File: src/design/mpbf_pkg.sv
// Shared types and codes for the multi-pipe byte FIFO.
// Used by mpbf_ctrl, mpbf_dp and multi_pipe_byte_fifo; depends on nothing.
package mpbf_pkg;

  localparam int FUNC_W   = 3;
  localparam int STATUS_W = 3;
  localparam int PID_W    = 4;
  localparam int BYTE_W   = 8;

  typedef enum logic [FUNC_W-1:0] {
    FN_ALLOC       = 3'd0,
    FN_WRITE       = 3'd1,
    FN_READ        = 3'd2,
    FN_CLOSE_READ  = 3'd3,
    FN_CLOSE_WRITE = 3'd4,
    FN_POLL        = 3'd5
  } func_t;

  typedef enum logic [STATUS_W-1:0] {
    STS_OK     = 3'd0,
    STS_EOF    = 3'd1,
    STS_BLOCK  = 3'd2,
    STS_BADEND = 3'd3,
    STS_EPIPE  = 3'd4,
    STS_NOFREE = 3'd5
  } status_t;

  // Commands from the controller to the datapath.
  typedef struct packed {
    logic capture;   // latch the accepted request
    logic exec;      // apply the operation to the pipe table and ring
    logic load_out;  // fill the output register
  } dp_cmd_t;

endpackage

File: src/design/mpbf_ctrl.sv
// Sequencing state machine for the multi-pipe byte FIFO.
// Depends on mpbf_pkg; drives the command struct of mpbf_dp.
module mpbf_ctrl (
  input  logic              clk,
  input  logic              rst,
  input  logic              in_valid,
  output logic              in_ready,
  output logic              out_valid,
  input  logic              out_ready,
  output mpbf_pkg::dp_cmd_t cmd
);
  import mpbf_pkg::*;

  typedef enum logic [2:0] {
    S_IDLE = 3'b001,
    S_EXEC = 3'b010,
    S_LOAD = 3'b100
  } state_t;

  state_t state, state_next;
  logic   out_valid_next;
  logic   out_free;

  assign in_ready = (state == S_IDLE);
  assign out_free = !out_valid || out_ready;

  always_comb begin
    state_next   = state;
    cmd.capture  = 1'b0;
    cmd.exec     = 1'b0;
    cmd.load_out = 1'b0;
    unique case (state)
      S_IDLE: begin
        if (in_valid) begin
          cmd.capture = 1'b1;
          state_next  = S_EXEC;
        end
      end
      S_EXEC: begin
        cmd.exec   = 1'b1;
        state_next = S_LOAD;
      end
      S_LOAD: begin
        // hold until the output register is free
        if (out_free) begin
          cmd.load_out = 1'b1;
          state_next   = S_IDLE;
        end
      end
      default: state_next = S_IDLE;
    endcase
  end

  always_comb begin
    out_valid_next = out_valid;
    if (cmd.load_out) begin
      out_valid_next = 1'b1;
    end else if (out_ready) begin
      out_valid_next = 1'b0;
    end
  end

  always_ff @(posedge clk) begin
    if (rst) begin
      state     <= S_IDLE;
      out_valid <= 1'b0;
    end else begin
      state     <= state_next;
      out_valid <= out_valid_next;
    end
  end

endmodule

File: config.mk
export PLATFORM = sky130hd
export DESIGN_NAME = mpbf_ctrl
export DESIGN_NICKNAME = d
export VERILOG_FILES = /design/src/design/mpbf_pkg.sv /design/src/design/mpbf_ctrl.sv
export SDC_FILE = /design/constraint.sdc
export NUM_CORES = 1
export LEC_CHECK = 0
export ABC_CLOCK_PERIOD_IN_PS = 3200
export BUFFER_PORTS_ARGS = -buffer_cell sky130_fd_sc_hd__buf_2
export CAP_MARGIN = 5
export CORE_AREA = 3 3 40 42
export DETAILED_ROUTE_END_ITERATION = 10
export DIE_AREA = 0 0 43 45
export SYNTH_ARGS = -nofsm -noshare
export SYNTH_HDL_FRONTEND = slang
export SYNTH_SLANG_ARGS = --single-unit
export TNS_END_PERCENT = 30
File: constraint.sdc
create_clock -name clk -period 3.2 [get_ports clk]
set_input_delay 0.96 -clock clk [delete_from_list [all_inputs] [get_ports clk]]
set_output_delay 0.96 -clock clk [all_outputs]
set_load 0.005 [all_outputs]
==> impl_metrics.tcl, run 1 <==
set metrics [dict create \
    num_vias 184 \
    detail-route-antenna-nets 0 \
    hold_path.class "flop to flop" \
    clock_tree.root_cell "clkbuf_4" \
    worstPathMaxFanout 3 \
    postCtsHoldBufs 0 \
    final-max-slew-violation-count 0 \
    fin_tns_setup_ns 0 \
    number_of_nets_in_the_synthesized_netlist 27 \
    final_core_utilization_pct 20.55 \
    internal_power_uw 101.2 \
    cp_data_arrival_time_ns 1.44 \
    share_of_post_route_cells_with_drive_strength_above_1_pct 40.63 \
    post-route-drc-count 0 \
    grt_pass1_wl_um 614 \
    synth.lib_cells_used.distinct 13 \
    p_sw_uw 29.57 \
    grt_start_max_net_pins 7 \
    postPlaceCellArea_um2 241.5 \
    rsz0062_at_grt "false" \
    antenna_found_initial 0 \
    clock-sinks 4 \
    tritoncts "done" \
    cts_resized 0 \
    comb_power_share_pct 10.2 \
    number_of_fill_cells 152 \
    power_frac_seq_pct 41.7 \
    htreeDepth 1 \
    setup_viol 0 \
    crit_path_frequent_cell "buf_2" \
    slowest_stage "nor2b_1" \
    synth_warnings 0 \
    detailedRoute.firstPassIterationCount 2 \
    detailedRoute.firstIterationViolations 1 \
    placement.io_buffers 8 \
    number_of_ports_placed_on_the_die_boundary 9 \
    synthesis.instances 23 \
    worst_slew_margin_rel_pct 83.67 \
    worst_ep_required_time_ns 2.24 \
    via_per_inst 3.915 \
    horizontal_die_dimension_um 43 \
    design_area_um2 264.0 \
    core_area_um2 1285 \
    power_frac_clock_pct 48.1 \
    flops_latches_synth 4 \
    power.ir.vdd_worst_v 0.0001240 \
    clkLatencyLatePin_ns 0.24 \
    min_period_ns 2.400 \
    design.final.nets 38 \
    post_cts_setup_buffers 0 \
    wl_per_cell_um 8.766 \
    final.period_utilization_pct 74.98 \
    place_congestion 0.5978 \
    grt_pass1_vias 181 \
    worst_setup_ep_type "primary output" \
    die_height_um 45 \
    fp.dieArea_um2 1935 \
    grt-ovfl-total 0 \
    worst_slew_pin_slew_ns 0.2447 \
    clkSlewWorstSetupHoldPaths_ns 0.04 \
    row_count 13 \
    dpl.hpwl_um 346.6 \
    timing.setup.critical_path_class "primary input to primary output" \
    p_per_area_nw_per_um2 495.2 \
    initial_utilization_pct 15.38 \
    area_growth_syn_to_layout_pct 33.54 \
    timing.max_cap.violations 0 \
    run_status "finished clean" \
    layout.cells.most_common_list "buf_2, nor2_1, dfxtp_1, clkbuf_4" \
    worst_setup_path_start_kind "primary input" \
    grt_usage_pct 5.075 \
    cts_made_buffers 3 \
    static-leakage-power_nw 0.1210 \
    critical-path-max-stage-delay_ns 0.18 \
    antenna-diode-count 0 \
    synth.yosys.seq_area_share_pct 40.51 \
    finalWirelength_um 412 \
    layout.cells.most_common "buf_2" \
    clk_path_buf_depth 2 \
    final.setup_skew_ns 0.001575 \
    timing.critical_path.cells "buf_2 > nor2b_1 > nor2_1 > buf_2" \
    max_freq_mhz 416.8 \
    finalPower_uw 130.7 \
    swShare_pct 22.62 \
    syn_area_per_cell_um2 8.595 \
    hold_violations 0 \
    post_synth_instance_area_um2 197.7 \
]
## final timing paths
kind / start / to / slack [ns] / cells past startpoint
max: out_ready / cmd[0] / 0.80 / 4
min: state[0] / state[2] / 0.49 / 1
max reg2reg: state[2] / state[0] / 2.23 / 3
min reg2reg: state[0] / state[2] / 0.49 / 1
## sequential cells by signal, summed over array words and instances (netlist names)
register	flops
out_valid	1
state	3
## metrics by stage
step / std cells / worst slack (ns) / hold WS, ns
after global placement: 44 / 0.7917 / 0.4890
after global routing: 47 / 0.7567 / 0.5059
final: 47 / 0.8005 / 0.4936
after floorplan: 23 / 0.9395 / 0.4549
after detailed placement: 44 / 0.7923 / 0.4951
after CTS: 47 / 0.7892 / 0.4971
## logic make-up (layout without fill, tap and decap cells)
logic type	Yosys count	in the layout	share of synthesized area, %
AND/OR/NAND/NOR	12	12	36.07
flip-flops	4	4	40.51
AO/OA/AOI/OAI	3	3	8.862
multiplexers	1	1	5.063
buffers and inverters	3	12	9.490
## cell usage after synthesis
cell	instances	share of area [%]
nand2_1	2	3.8
nor3b_2	2	13
nand3_1	1	2.5
nor3_1	1	2.5
a21oi_1	2	5.1
dfxtp_1	4	41
inv_1	1	1.9
nor2_1	4	7.6
buf_4	2	7.6
mux2i_1	1	5.1
nor3b_1	1	3.8
a21o_1	1	3.8
nor2b_1	1	3.2
## cell type report
cell class	instances	area, µm²	area share, %
timing repair buffer	8	40.04	15.17
multi-input combinational	16	98.84	37.44
tap	15	18.77	7.109
inverter	1	3.754	1.422
clock buffer	3	22.52	8.531
sequential	4	80.08	30.33
## layer usage
layer	part of all wire [%]	vias up	GRT usage (%)
li1	-	95	-
met4	4.6	0	9.036
met5	0	-	0
met2	52	6	7.186
met3	9.0	2	3.187
met1	34	81	3.365
## power by group through the flow
stage	registers (mW)	clock network, mW	logic (mW)
floorplan	0.0549	0	0.00774
global placement	0.0554	0	0.0135
detailed placement	0.0554	0	0.0137
CTS	0.0546	0.0652	0.0137
global route	0.0548	0.0664	0.0147
finish	0.0546	0.0628	0.0133
## critical path, delay by kind of cell
kind / cells / cell delay (ns)
buf+inv: 2 / 0.23
simple gates: 2 / 0.25
(Power assumes the default switching activity.)
==> run 2: changes to the inputs <==
--- a/config.mk
+++ b/config.mk
@@ -5,7 +5,7 @@
 export SDC_FILE = /design/constraint.sdc
 export NUM_CORES = 1
 export LEC_CHECK = 0
-export ABC_CLOCK_PERIOD_IN_PS = 3200
+export ABC_CLOCK_PERIOD_IN_PS = 2420
 export BUFFER_PORTS_ARGS = -buffer_cell sky130_fd_sc_hd__buf_2
 export CAP_MARGIN = 5
 export CORE_AREA = 3 3 40 42
==> constraint.sdc (replaced) <==
create_clock -name clk -period 2.42 [get_ports clk]
set_input_delay 0.726 -clock clk [delete_from_list [all_inputs] [get_ports clk]]
set_output_delay 0.726 -clock clk [all_outputs]
set_load 0.005 [all_outputs]
==> run 2 against run 1 <==
Routed wire length fell by 6.8%; register-to-register slack lost 0.76 ns; worst hold slack lost 0.0043 ns; first-iteration DRC count grew to 7.0 times the previous value; die area is the same; global-route usage decreased by 0.16 points; combinational power increased by 30%; cell area did not move; critical path type unchanged; largest cell class unchanged.
==> impl_metrics.tcl, run 2 (synthesis gave the netlist of run 1 again) <==
set metrics [dict create \
    cts_resized 0 \
    worst_setup_path_start_kind "primary input" \
    hold_violations 0 \
    biggestRegsByFlops "state: 3 flops, out_valid: 1 flops" \
    num_vias 179 \
    horizontal_die_dimension_um 43 \
    registers.top_by_ff_count "state" \
    p_per_area_nw_per_um2 647.4 \
    final.setup_skew_ns 0.0001304 \
    grt_pass1_vias 167 \
    htreeDepth 1 \
    worst-r2r-setup-slack_ns 1.47 \
    core_area_um2 1285 \
    clkLatencyLatePin_ns 0.23 \
    dp_slack_ns 0.4884 \
    grt_start_max_net_pins 7 \
    clk_path_buf_depth 2 \
    cts_made_buffers 3 \
    grt_usage_pct 4.913 \
    clkSlewWorstSetupHoldPaths_ns 0.04 \
    power.ir.vdd_worst_v 0.0001179 \
    static-leakage-power_nw 0.1210 \
    max_freq_mhz 516.5 \
    initial_utilization_pct 15.38 \
    largest_register_ff_count 3 \
    crit_path_frequent_cell "buf_2" \
    via_per_inst 3.809 \
    final_core_utilization_pct 20.55 \
    worst_setup_ep_type "primary output" \
    worst_slew_pin_slew_ns 0.2371 \
    setup_viol 0 \
    grt-ovfl-total 0 \
    min_period_ns 1.936 \
    fp.dieArea_um2 1935 \
    share_of_post_route_cells_with_drive_strength_above_1_pct 40.63 \
    timing.setup.critical_path_class "primary input to primary output" \
    antenna_found_initial 0 \
    layout.cells.most_common "buf_2" \
    row_count 13 \
    fin_tns_setup_ns 0 \
    rsz0062_at_grt "false" \
    slowest_stage "nor2b_1" \
    detail-route-antenna-nets 0 \
    worst_ep_required_time_ns 1.69 \
    detailedRoute.firstIterationViolations 7 \
    tritoncts "done" \
    cp_data_arrival_time_ns 1.21 \
    final.period_utilization_pct 80.00 \
    postCtsHoldBufs 0 \
    antenna-diode-count 0 \
    layout.cells.most_common_list "buf_2, nor2_1, dfxtp_1, clkbuf_4" \
    place_congestion 0.6654 \
    detailedRoute.firstPassIterationCount 3 \
    number_of_ports_placed_on_the_die_boundary 9 \
    wl_per_cell_um 8.170 \
    fin_ws_ns 0.4839 \
    hold_path.class "flop to flop" \
    timing.max_cap.violations 0 \
    design.final.nets 38 \
    placement.io_buffers 8 \
    area_growth_syn_to_layout_pct 33.54 \
    final-max-slew-violation-count 0 \
    die_height_um 45 \
    timing.critical_path.cells "buf_2 > nor2b_1 > nor2_1 > buf_2" \
    post-route-drc-count 0 \
    grt_pass1_wl_um 621 \
    worstPathMaxFanout 3 \
    post_cts_setup_buffers 0 \
    clock_tree.root_cell "clkbuf_4" \
    finalPower_uw 170.9 \
    worst_slew_margin_rel_pct 84.17 \
    critical-path-max-stage-delay_ns 0.19 \
    clock-sinks 4 \
    run_status "finished clean" \
    finalWirelength_um 384 \
]
[run 2: critical path, delay by kind of cell]
| family | cells | cell delay, ns |
|---|---|---|
| AND/OR/NAND/NOR | 2 | 0.26 |
| buffers and inverters | 2 | 0.22 |
[run 2: path summary, 6_finish.rpt]
check,from,to,cells after the start
max,out_ready,cmd[0],4
min,state[0],state[2],1
max reg2reg,state[2],state[0],3
min reg2reg,state[0],state[2],1
[run 2: final cells by class]
type / count / area, µm²
multi-input cells: 16 / 98.84
fillers: 145 / 1021
repair buffers: 8 / 40.04
flip-flops and latches: 4 / 80.08
inverters: 1 / 3.754
clock buffers: 3 / 22.52
well taps: 15 / 18.77
[run 2: routing by layer]
metal | track usage [%] | vias up | share of wire, % | wire length (µm)
li1 | - | 96 | - | -
met1 | 4.337 | 79 | 36 | 139
met2 | 5.988 | 4 | 53 | 202
met3 | 3.586 | 0 | 11 | 41
met4 | 7.229 | 0 | 0 | 0
met5 | 0 | - | 0 | 0
[run 2: power breakdown]
part	leakage (nW)	total [mW]	switching [mW]	internal, mW
sequential	0.0327	0.0722	0.00324	0.0690
clock	0.0138	0.0814	0.0260	0.0554
combinational	0.0746	0.0173	0.00800	0.00927
[run 2: through the flow]
stage / cell area, µm² / instances / hold WS (ns)
after detailed placement: 241.5 / 44 / 0.4956
final: 264.0 / 47 / 0.4892
after global routing: 264.0 / 47 / 0.5072
after floorplan: 197.7 / 23 / 0.4549
after CTS: 264.0 / 47 / 0.4951
after global placement: 241.5 / 44 / 0.4907
==> run 3: changes to the inputs <==
--- a/config.mk
+++ b/config.mk
@@ -5,7 +5,7 @@
 export SDC_FILE = /design/constraint.sdc
 export NUM_CORES = 1
 export LEC_CHECK = 0
-export ABC_CLOCK_PERIOD_IN_PS = 2420
+export ABC_CLOCK_PERIOD_IN_PS = 1900
 export BUFFER_PORTS_ARGS = -buffer_cell sky130_fd_sc_hd__buf_2
 export CAP_MARGIN = 5
 export CORE_AREA = 3 3 40 42
==> constraint.sdc (replaced) <==
create_clock -name clk -period 1.9 [get_ports clk]
set_input_delay 0.57 -clock clk [delete_from_list [all_inputs] [get_ports clk]]
set_output_delay 0.57 -clock clk [all_outputs]
set_load 0.005 [all_outputs]
==> run 3 against run 2 <==
Critical path depth did not move; worst setup slack got worse by 0.25 ns; utilization did not move; cell area did not move; global-route usage fell by 0.25 points; cell count did not move; count of clock-buffer cells in the layout did not move; die area did not move; clock skew rose by 0.0039 ns; sequential share of layout area did not move; highest routed layer unchanged.
==> impl_metrics.tcl, run 3 (synthesis gave the netlist of run 1 again) <==
set metrics [dict create \
    run_status "finished clean" \
    clkLatencyLatePin_ns 0.23 \
    share_of_post_route_cells_with_drive_strength_above_1_pct 40.63 \
    total_area_of_multi_input_combinational_cells_um2 98.84 \
    timing.reg2reg.worst_path_depth 3 \
    layout.cells.most_common "buf_2" \
    grt-ovfl-total 0 \
    worst_setup_ep_type "primary output" \
    p_per_area_nw_per_um2 811.8 \
    clock_tree.root_cell "clkbuf_4" \
    register_area_um2 80.08 \
    timing.setup.critical_path_class "flop to primary output" \
    number_of_ports_placed_on_the_die_boundary 9 \
    cts_resized 0 \
    post-route-drc-count 0 \
    grt_pass1_vias 191 \
    slowest_stage "dfxtp_1" \
    dpl.hpwl_um 320.5 \
    rsz0062_at_grt "false" \
    timing.critical_path.cells "nor3b_2 > nand2_1 > inv_1 > buf_2" \
    final_core_utilization_pct 20.55 \
    worst_ep_required_time_ns 1.33 \
    grt_usage_pct 4.659 \
    detailedRoute.firstPassIterationCount 1 \
    post_cts_setup_buffers 0 \
    power.ir.vdd_worst_v 0.0001891 \
    fin_ws_ns 0.2372 \
    critical-path-max-stage-delay_ns 0.36 \
    min_to "state[2]" \
    tritoncts "done" \
    row_count 13 \
    final.setup_skew_ns 0.004070 \
    design.final.nets 38 \
    hold_path.class "flop to flop" \
    startpoint "state[2]" \
    final.period_utilization_pct 87.51 \
    worst_slew_margin_rel_pct 84.44 \
    fin_hold_ws_ns 0.4778 \
    registers.top_by_ff_count "state" \
    max_freq_mhz 601.4 \
    detailedRoute.firstIterationViolations 0 \
    hold_start "state[0]" \
    hold_violations 0 \
    final-max-slew-violation-count 0 \
    timing.max_cap.violations 0 \
    via_per_inst 3.851 \
    htreeDepth 1 \
    antenna-diode-count 0 \
    fin_tns_setup_ns 0 \
    detail-route-antenna-nets 0 \
    fp.dieArea_um2 1935 \
    postCtsHoldBufs 0 \
    horizontal_die_dimension_um 43 \
    finalWirelength_um 364 \
    place_congestion 0.6081 \
    static-leakage-power_nw 0.1210 \
    setup_viol 0 \
    placement.io_buffers 8 \
    layout.cells.most_common_list "buf_2, nor2_1, dfxtp_1, clkbuf_4" \
    hold_depth 1 \
    worst_slew_pin_slew_ns 0.2330 \
    core_area_um2 1285 \
    cts_made_buffers 3 \
    worst-r2r-setup-slack_ns 0.93 \
    num_vias 181 \
    number_of_fill_cells 149 \
    wl_per_cell_um 7.745 \
    min_period_ns 1.663 \
    biggestRegsByFlops "state: 3 flops, out_valid: 1 flops" \
    worst_setup_path_start_kind "flop" \
    dp_slack_ns 0.2796 \
    area_growth_syn_to_layout_pct 33.54 \
    initial_utilization_pct 15.38 \
    die_height_um 45 \
    grt_pass1_wl_um 621 \
    clock-sinks 4 \
    grt_start_max_net_pins 7 \
    timing.rr.start "state[2]" \
    antenna_found_initial 0 \
    largest_register_ff_count 3 \
    worstPathMaxFanout 6 \
    clkSlewWorstSetupHoldPaths_ns 0.04 \
    clk_path_buf_depth 2 \
    worstReg2RegEnd "state[0]" \
    cp_data_arrival_time_ns 1.09 \
]
-- run 3: cell counts in the layout (fill, tap and decap cells not counted) --
Identical to the previous run, type by type.
-- run 3: worst max-delay path, delay by kind of cell, from the launching register on --
family        cells  cell delay [ns]
buf+inv           2             0.16
simple gates      2             0.35
flops             1             0.36
-- run 3: routing by layer --
| layer | vias up | share of wire, % | global-route usage [%] |
|---|---|---|---|
| met5 | - | 0 | 0 |
| met2 | 4 | 52 | 8.084 |
| met4 | 0 | 0 | 5.422 |
| met3 | 0 | 12 | 3.586 |
| met1 | 82 | 35 | 2.644 |
| li1 | 95 | - | - |
-- run 3: power breakdown --
group,total (mW),leakage (nW),switching [mW],internal [mW]
sequential,0.0918,0.0327,0.00391,0.0879
clock,0.100,0.0138,0.0300,0.0703
combinational,0.0222,0.0746,0.0104,0.0118
-- run 3: cell type report --
class	count	area share, %
Clock buffer	3	8.531
Inverter	1	1.422
Multi-Input combinational cell	16	37.44
Sequential cell	4	30.33
Tap cell	15	7.109
Timing Repair Buffer	8	15.17
-- run 3: how the worst max path moves through the flow --
stage | endpoint | slack, ns | cells after the start
final | cmd[2] | 0.24 | 4
after detailed placement | cmd[0] | 0.28 | 4
after floorplan | cmd[0] | 0.42 | 3
after global placement | cmd[0] | 0.27 | 4
after CTS | cmd[2] | 0.22 | 4
after global routing | cmd[2] | 0.16 | 4
-- run 3: stage by stage --
step                      total power, mW  area (µm²)  cells
after floorplan                    0.1054       197.7     23
after global placement             0.1159       241.5     44
after detailed placement           0.1163       241.5     44
after CTS                          0.2191       264.0     47
after global routing               0.2235       264.0     47
final                              0.2143       264.0     47
